===== config.mk =====
export PLATFORM = sky130hd
export DESIGN_NAME = fdmd_fifo
export DESIGN_NICKNAME = d
export VERILOG_FILES = /design/src/rtl/fdmd_fifo.sv
export SDC_FILE = /design/constraint.sdc
export NUM_CORES = 1
export LEC_CHECK = 0
export BUFFER_PORTS_ARGS = -buffer_cell sky130_fd_sc_hd__buf_4
export CORE_MARGIN = 2
export CORE_UTILIZATION = 59
export DETAILED_ROUTE_END_ITERATION = 7
export HOLD_SLACK_MARGIN = 0.06
export PLACE_DENSITY_LB_ADDON = 0.1
export SLEW_MARGIN = 20
export SYNTH_ARGS = -nofsm -noshare
export SYNTH_HDL_FRONTEND = slang
export SYNTH_SLANG_ARGS = --single-unit

===== constraint.sdc =====
create_clock -name clk_i -period 3.3 [get_ports clk_i]
set_clock_uncertainty 0.1 [all_clocks]
set_input_delay 0.66 -clock clk_i [delete_from_list [all_inputs] [get_ports clk_i]]
set_output_delay 0.66 -clock clk_i [all_outputs]
set_load 0.02 [all_outputs]

===== src/rtl/fdmd_fifo.sv =====
// ----------------------------------------------------------------------------
// fdmd_fifo
// Small synchronous queue with count, used between front and back and for
// the finished results.
// ----------------------------------------------------------------------------
`default_nettype none

module fdmd_fifo #(
  parameter int unsigned WIDTH = 8,
  parameter int unsigned DEPTH = 4
) (
  input  wire logic             clk_i,
  input  wire logic             rst_ni,
  input  wire logic             push_i,
  input  wire logic [WIDTH-1:0] wdata_i,
  output logic                  full_o,
  input  wire logic             pop_i,
  output logic [WIDTH-1:0]      rdata_o,
  output logic                  empty_o
);

  localparam int unsigned PTR_W = (DEPTH > 1) ? $clog2(DEPTH) : 1;
  localparam int unsigned CNT_W = $clog2(DEPTH + 1);

  logic [WIDTH-1:0] mem_q [DEPTH];
  logic [PTR_W-1:0] wr_ptr_q, wr_ptr_d;
  logic [PTR_W-1:0] rd_ptr_q, rd_ptr_d;
  logic [CNT_W-1:0] count_q, count_d;
  logic             do_push, do_pop;

  assign full_o  = (count_q == CNT_W'(DEPTH));
  assign empty_o = (count_q == '0);
  assign do_push = push_i && !full_o;
  assign do_pop  = pop_i && !empty_o;
  assign rdata_o = mem_q[rd_ptr_q];

  // pointer and count update
  always_comb begin
    wr_ptr_d = wr_ptr_q;
    rd_ptr_d = rd_ptr_q;
    if (do_push) begin
      wr_ptr_d = (wr_ptr_q == PTR_W'(DEPTH - 1)) ? '0 : wr_ptr_q + PTR_W'(1);
    end
    if (do_pop) begin
      rd_ptr_d = (rd_ptr_q == PTR_W'(DEPTH - 1)) ? '0 : rd_ptr_q + PTR_W'(1);
    end
    unique case ({do_push, do_pop})
      2'b10:   count_d = count_q + CNT_W'(1);
      2'b01:   count_d = count_q - CNT_W'(1);
      default: count_d = count_q;
    endcase
  end

  always_ff @(posedge clk_i or negedge rst_ni) begin
    if (!rst_ni) begin
      wr_ptr_q <= '0;
      rd_ptr_q <= '0;
      count_q  <= '0;
    end else begin
      wr_ptr_q <= wr_ptr_d;
      rd_ptr_q <= rd_ptr_d;
      count_q  <= count_d;
    end
  end

  // storage
  always_ff @(posedge clk_i) begin
    if (do_push) begin
      mem_q[wr_ptr_q] <= wdata_i;
    end
  end

endmodule

`default_nettype wire


==> flow_metrics.env <==
export IMPL_nFillCells=159
export IMPL_first_global_vias=831
export IMPL_worstSetupPathType="flip-flop to output pin"
export IMPL_utilization_pct=74.7
export IMPL_dieArea_um2=3170
export IMPL_powerDensity_nw_per_um2=896
export IMPL_drtIter0Drc=34
export IMPL_power_leakage_nw=0.752
export IMPL_fin_cells=141
export IMPL_fin_nets=129
export IMPL_die_width_um=56.3
export IMPL_critPathMaxStageDelay_ns=0.74
export IMPL_clkSlewWorstSetupHoldPaths_ns=0.11
export IMPL_grt_max_degree=13
export IMPL_grt_usage_pct=17.3
export IMPL_antenna_found_initial=0
export IMPL_place_inst=132
export IMPL_cp_required_ns=2.54
export IMPL_row_count=18
export IMPL_clk_latency_ns=0.33
export IMPL_drive_gt1_share_pct=41.4
export IMPL_cts_resized=0
export IMPL_seq_area_frac_synth_pct=70.5
export IMPL_place_gp_congestion=0.658
export IMPL_syn_num_nets=102
export IMPL_fin_setup_tns_ns=0
export IMPL_hp_class="flip-flop to flip-flop"
export IMPL_hpwl_mm=1.67
export IMPL_critPathCaptureType="output pin"
export IMPL_cp_slowest_cell="dfrtp_1"
export IMPL_die_height_um=56.3
export IMPL_cts_tree="built"
export IMPL_cp_arrival_ns=1.82
export IMPL_syn_area_per_cell_um2=19.4
export IMPL_dr_total_vias=769
export IMPL_multi_input_area_um2=437
export IMPL_ant_nets=0
export IMPL_wl_per_cell_um=16.7
export IMPL_synth_cells=83
export IMPL_setup_violations=0
export IMPL_grt_pass1_wl_mm=3.94
export IMPL_ys_warn_count=0
export IMPL_worst_pin_slew_ns=0.592
export IMPL_ir_drop_mv=0.715
export IMPL_maxSlewHeadroom_pct=60.6
export IMPL_synth_cell_type_count=19
export IMPL_post_cts_buffers=0
export IMPL_p_comb_share_pct=36.7
export IMPL_p_clk_share_pct=17.6
export IMPL_p_sw_share_pct=31.8
export IMPL_period_minus_slack_ns=2.58
export IMPL_seqPwrFrac_pct=45.6
export IMPL_hold_viol=0
export IMPL_drt_first_pass_iters=4
export IMPL_overflow=0
export IMPL_drv_cap=0
export IMPL_core_um2=2520
export IMPL_intPower_mw=1.15
export IMPL_switchingPower_mw=0.537
export IMPL_viasPerCell=5.45
export IMPL_syn2layout_area_growth_pct=16.9
export IMPL_final_common_cell="edfxtp_1"
export IMPL_diodes=0
export IMPL_htree_levels=2
export IMPL_power_mw=1.69
export IMPL_io_pin_count=22
export IMPL_worstPathMaxFanout=11
export IMPL_clock_sinks=39
export IMPL_drc=0
export IMPL_seqCellArea_um2=1140
export IMPL_cts_inserted_buffers=5
export IMPL_io_buffer_count=21
export IMPL_cts_max_path_buffers=2
export IMPL_layout_common_cells="edfxtp_1 (32), buf_4 (21), inv_1 (8), mux4_2 (8), dfrtp_1 (7)"
export IMPL_netlist_area_um2=1610
export IMPL_outcome="complete, no violations"
export IMPL_fmax_mhz=387
export IMPL_clk_root_buffer_cell="clkbuf_4"
export IMPL_crit_chain="mux4_2, buf_4"
export IMPL_initial_utilization_pct=63.9
export IMPL_start_kind="flip-flop"
export IMPL_finalMaxSlewViolations=0
export IMPL_ys_seq_elements=39
export IMPL_fin_crit_sh_pct=78.2
export IMPL_wl_mm=2.35
export IMPL_rsz0062_at_grt="false"
per-stage QoR:
| stage | hold WS (ns) | setup WS, ns | area (um^2) |
|---|---|---|---|
| after floorplan | 0.264 | 1.11 | 1610 |
| after global placement | 0.375 | 1.05 | 1800 |
| after detailed placement | 0.377 | 0.971 | 1800 |
| after CTS | 0.413 | 0.682 | 1880 |
| after global routing | 0.392 | 0.598 | 1880 |
| final | 0.412 | 0.718 | 1880 |
state kept, by name, indices dropped and copies added, names as in the netlist:
signal,cells
count_q,3
mem_q,32
rd_ptr_q,2
wr_ptr_q,2
power by group through the flow:
stage	clock network [mW]	registers, mW	logic, mW
after floorplan	0	0.716	0.483
after global placement	0	0.779	0.602
after detailed placement	0	0.784	0.627
after CTS	0.304	0.773	0.632
after global routing	0.330	0.790	0.678
final	0.298	0.770	0.620
repair_timing:
item / 4_1_cts / 5_1_grt
hold buffers: 1 / 0
endpoints found under the setup margin: 0 / 0
endpoints found under the hold margin: 7 / 0
metal layers:
metal | GRT usage (%) | share of wire, %
met4 | 6.12 | 0.51
met2 | 30.9 | 56
met3 | 4.84 | 4.5
met1 | 19.9 | 39
met5 | 0 | 0
path summary, 6_finish.rpt:
kind                        startpoint    endpoint  slack [ns]  cells past startpoint
setup / recovery           rd_ptr_q[0]  rdata_o[5]        0.72                      2
hold / removal              count_q[2]  count_q[2]        0.41                      1
setup reg to reg            count_q[0]  count_q[2]        0.95                      9
hold reg to reg             count_q[2]  count_q[2]        0.41                      1
max in group asynchronous       rst_ni  count_q[2]        2.39                      2
min in group asynchronous       rst_ni  count_q[0]        0.59                      2
cells in the mapped netlist (all sizes together):
cell	number	area, um^2
xor2	2	17.5
and3	4	30.0
fa	1	20.0
nor3	1	5.00
mux2	4	52.6
mux2i	1	10.0
nor2	3	11.3
inv	8	30.0
edfxtp	32	961
ha	6	75.1
and2	1	8.76
buf	2	8.75
xnor2	1	8.76
dfrtp	7	175
nand2b	1	6.26
mux4	8	180
or3b	1	11.3
worst max-delay path: cells and delay by family (launching register included):
| family | cells | cell delay, ns |
|---|---|---|
| buffers and inverters | 1 | 0.17 |
| muxes | 1 | 0.58 |
| DFF | 1 | 0.74 |
cell families after synthesis:
| logic type | count (synthesis) | share of synthesized area [%] |
|---|---|---|
| xor gates and xnor gates | 3 | 1.63 |
| adders and majority gates | 7 | 5.90 |
| buffers and inverters | 10 | 2.41 |
| DFF | 39 | 70.5 |
| muxes | 13 | 15.1 |
| and+or+nand+nor | 11 | 4.50 |
area by class of cell:
type	instances	share of cell area, %
Tap cell	30	1.99
Sequential cell	39	60.3
Multi-Input combinational cell	34	23.2
Inverter	8	1.59
Timing Repair Buffer	22	8.90
Clock buffer	5	1.99
Clock inverter	3	2.06
Power figures use the tool's default switching activity.
