==> src/rtl/fdmd_front.sv <==
// ----------------------------------------------------------------------------
// fdmd_front
// Accepts pixels, tracks the raster position and the reference frame status,
// and tags each pixel with its reference status, store address and end-of-frame mark.
// ----------------------------------------------------------------------------
`default_nettype none

module fdmd_front #(
  parameter  int unsigned MAX_PIXELS = 262144,
  localparam int unsigned IDX_W      = $clog2(MAX_PIXELS),
  localparam int unsigned CNT_W      = (IDX_W + 1 > 19) ? IDX_W + 1 : 19
) (
  input  wire logic                          clk_i,
  input  wire logic                          rst_ni,
  input  wire logic                          accept_i,
  input  wire logic [7:0]                    pixel_i,
  input  wire logic [CNT_W-1:0]              frame_size_i,
  output logic [IDX_W+9:0]                   entry_o
);

  logic [IDX_W-1:0] pixel_index_q, pixel_index_d;
  logic             have_ref_q, have_ref_d;
  logic [CNT_W-1:0] index_next;
  logic             last;

  // end of frame when the next position reaches the frame size
  assign index_next = CNT_W'(pixel_index_q) + CNT_W'(1);
  assign last       = (index_next >= frame_size_i);

  // tagged pixel: reference, last, address, value
  assign entry_o = {have_ref_q, last, pixel_index_q, pixel_i};

  always_comb begin
    pixel_index_d = pixel_index_q;
    have_ref_d    = have_ref_q;
    if (accept_i) begin
      if (last) begin
        pixel_index_d = '0;
        have_ref_d    = 1'b1;
      end else begin
        pixel_index_d = index_next[IDX_W-1:0];
      end
    end
  end

  always_ff @(posedge clk_i or negedge rst_ni) begin
    if (!rst_ni) begin
      pixel_index_q <= '0;
      have_ref_q    <= 1'b0;
    end else begin
      pixel_index_q <= pixel_index_d;
      have_ref_q    <= have_ref_d;
    end
  end

endmodule

`default_nettype wire

==> config.mk <==
export PLATFORM = sky130hd
export DESIGN_NAME = fdmd_front
export DESIGN_NICKNAME = d
export VERILOG_FILES = /design/src/rtl/fdmd_front.sv
export SDC_FILE = /design/constraint.sdc
export NUM_CORES = 1
export LEC_CHECK = 0
export ABC_AREA = 1
export BUFFER_PORTS_ARGS = -buffer_cell sky130_fd_sc_hd__buf_2
export CAP_MARGIN = 20
export CELL_PAD_IN_SITES_DETAIL_PLACEMENT = 1
export CELL_PAD_IN_SITES_GLOBAL_PLACEMENT = 1
export CORE_UTILIZATION = 37
export CTS_BUF_LIST = sky130_fd_sc_hd__clkbuf_8
export DETAILED_ROUTE_END_ITERATION = 10
export GPL_ROUTABILITY_DRIVEN = 0
export PLACE_DENSITY_LB_ADDON = 0.15
export REMOVE_ABC_BUFFERS = 1
export SKIP_CTS_REPAIR_TIMING = 1
export SYNTH_ARGS = -nofsm -noshare
export SYNTH_HDL_FRONTEND = slang
export SYNTH_SLANG_ARGS = --single-unit
==> constraint.sdc <==
create_clock -name clk_i -period 3.57 [get_ports clk_i]
set_clock_uncertainty 0.05 [all_clocks]
set_input_delay 0.357 -clock clk_i [delete_from_list [all_inputs] [get_ports clk_i]]
set_output_delay 0.357 -clock clk_i [all_outputs]
set_load 0.01 [all_outputs]
==> results.md <==
- Crit path launch type: register
- Reg-to-Reg End: pixel_index_q[13]
- Switching Fraction: 50.5%
- CP max FO: 10
- EDFF count, synth: 0
- Sum Neg Setup Slack: 0 ps
- Clk pwr share: 11.7%
- Vias post-DR: 1,885
- Leakage power: 0.00125 uW
- # DRC: 0
- Most common flop cell mapped by yosys: dfrtp_1
- Crit path from: pixel_index_q[0]
- Hold Fails Final Rpt: 19
- Avg Synthesized Cell Area: 6.70 um^2
- Worst setup path endpoint: entry_o[26]
- H-tree Lvls: 1
- Syn-to-layout area delta: 12.8%
- Die extent in x: 75.2 um
- Crit path arrival time: 2870 ps
- P_sw: 667 uW
- Violated checks: hold timing
- IO Port Bufs: 41
- Worst Path Required: 3160 ps
- Worst vdd ir: 325 uV
- Clock Tree Buf Depth: 2
- Final ANT Viol Nets: 0
- Sequential area share after synthesis: 24.0%
- Core area: 0.00514 mm^2
- Hold WS: -21.5 ps
- Crit Path Class: reg2out
- R2R Path Start: pixel_index_q[0]
- Post-synthesis cell count: 296
- Vias in the first global route: 1,794
- Die ar.: 0.00565 mm^2
- # Max-Cap Violations: 0
- Grt total ovfl: 0
- FF-to-FF path depth: 16
- Actual slew at the worst max-slew pin: 523 ps
- Crit end category: primary output
- Relative slew slack: 65.1%
- Power share of the combinational group: 56.7%
- Post-layout min period: 3280 ps
- Clock transition at path regs: 80 ps
- ANT cells: 0
- Flop pwr share: 31.5%
- Starting DRT DRC Count: 65
- Vias per std cell: 4.75
- Util after Layout: 43.5%
- I/O pins: 58
- Post-DP HPWL: 4.34 mm
- Reg2Reg Setup Slack: 620 ps
- Fin crit share: 91.8%
- Final slew viol count: 0
- Routed WL per cell: 13.2 um
- Crit path top cell by count: nand2_1
- Area share of the largest cell type after synthesis: 24.0%
- Initial DRT Pass Iterations: 4
- Power Dens Cells: 591 mW/mm^2
- P_int: 654 uW
- Maximum number of pins on one net before global-route repair: 38
- Post-synth top cells: nand2_1 (89), inv_1 (52), nor2_1 (21)
- Slowest stage delay, CP: 470 ps
- Later-pin clock latency in the skew report: 260 ps
- Crit-path cells: ha_1, nand2_2, nor2_4, nand2_2, nor2_1, nand2_1, nand2_1, inv_1, ha_1, nand2_1, nor2_1, and2_1, nand3_1, nand3_4, buf_2
- Area contributors post-synth: dfrtp_1 (24%), nand2_1 (17%), ha_1 (13%)
- Chip Height: 75.2 um
- WL final: 5.24 mm
- Final setup violating endpoints: 0
- Status: finished, violations left
- Slowest stage cell, crit path: dfrtp_1
- Largest area contributor in the netlist: dfrtp_1
- Clock Sinks: 19
- Layout cells sized above 1: 22.6%
- Gr usage total: 20.4%
- Most frequent cell after synthesis: nand2_1
- FILL cells: 734
- Initial antenna violation count: 0
- Clock root cell: clkbuf_8
- Initial core utilization: 38.6%
- Number of nets in the layout: 378
- Worst Hold Class: in2async
- Row count: 26
- Power, Total: 1320 uW
- Synth cell types: 27
- Asr flop ratio synth: 100%
- TritonCTS clock tree: done
- F_max: 0.305 GHz
- Yosys warns: 0
- Unrepaired setup endpoints after global routing: no
- Flops & latches, synth: 19
- Post-Syn Area: 0.00198 mm^2
- Cts bufs inserted: 3
- First-pass GRT wire length: 8.58 mm
==> routing by layer <==
| metal | wire, um | vias to the layer above | global-route usage, % |
|---|---|---|---|
| li1 | - | 970 | - |
| met1 | 2550 | 868 | 27.5 |
| met2 | 2490 | 43 | 34.4 |
| met3 | 163 | 4 | 4.42 |
| met4 | 29 | 0 | 3.09 |
| met5 | 0 | - | 0 |
==> cell type report <==
type | instances | area (um^2) | area share (%)
repair buffers | 43 | 220 | 9.85
multi-input cells | 208 | 1210 | 54.1
well taps | 70 | 87.6 | 3.92
flip-flops and latches | 19 | 475 | 21.3
clock buffers | 3 | 41.3 | 1.85
clock inverters | 1 | 3.75 | 0.168
inverters | 53 | 199 | 8.90
==> per-stage QoR <==
stage | worst slack [ps] | hold slack [ps] | cells | cell area, um^2
2_1_floorplan | 902 | 11.4 | 280 | 1870
3_3_place_gp | 454 | 282 | 393 | 2180
3_5_place_dp | 388 | 285 | 393 | 2180
4_1_cts | 86.2 | 0.782 | 397 | 2220
5_1_grt | 16.6 | 6.24 | 397 | 2240
6_report | 292 | -21.5 | 397 | 2240
==> critical path, delay by kind of cell (launching register included) <==
kind	cells	cell delay, ps
DFF	1	470
buffers and inverters	2	210
and+or+nand+nor	11	1410
adders and majority gates	2	500
==> registers in the layout (all words and copies together), names as in the netlist <==
| signal | flops |
|---|---|
| pixel_index_q | 18 |
| have_ref_q | 1 |
==> layout by cell type, fill, tap and decap left out <==
master | netlist | routed
nand2_1 | 89 | 89
inv_1 | 52 | 53
buf_2 | 1 | 41
nor2_1 | 21 | 21
ha_1 | 20 | 20
dfrtp_1 | 19 | 19
a21oi_2 | 12 | 13
nand3_1 | 10 | 10
o21ai_1 | 9 | 9
a21oi_1 | 9 | 8
o21ai_0 | 8 | 8
xor2_1 | 6 | 6
nor2_4 | 5 | 5
nand2_2 | 4 | 4
nand4_1 | 4 | 4
clkbuf_8 | 0 | 3
nand2_4 | 2 | 2
and2_1 | 2 | 2
buf_4 | 11 | 2
nor2_2 | 1 | 1
o21bai_1 | 1 | 1
nand3_2 | 2 | 1
clkinv_1 | 1 | 1
nor3_1 | 1 | 1
nand3_4 | 0 | 1
or2_2 | 1 | 1
mux2i_1 | 1 | 1
==> how the worst min path moves through the flow <==
stage           start                end  slack, ps
2_1_floorplan  rst_ni         have_ref_q         10
3_3_place_gp   rst_ni  pixel_index_q[15]        280
3_5_place_dp   rst_ni  pixel_index_q[17]        280
4_1_cts        rst_ni  pixel_index_q[16]        0.8
5_1_grt        rst_ni  pixel_index_q[16]          6
6_report       rst_ni  pixel_index_q[16]        -20
==> power by group through the flow <==
stage	clock network, uW	logic (uW)	registers (uW)
after floorplan	0	491	424
after global placement	0	740	417
after detailed placement	0	756	421
after CTS	159	762	418
after global routing	173	876	432
final	155	749	416
==> cell families (layout without fill, tap and decap cells) <==
logic type / count (synthesis) / after routing / share of synthesized area (%)
flip-flops: 19 / 19 / 24.0
adder cells (fa/ha/maj): 20 / 20 / 12.6
AND/OR/NAND/NOR: 142 / 142 / 32.4
AO/OA/AOI/OAI: 39 / 39 / 12.2
buffers and inverters: 69 / 100 / 15.6
multiplexers: 1 / 1 / 0.505
XOR/XNOR: 6 / 6 / 2.65
(Power assumes the default switching activity.)
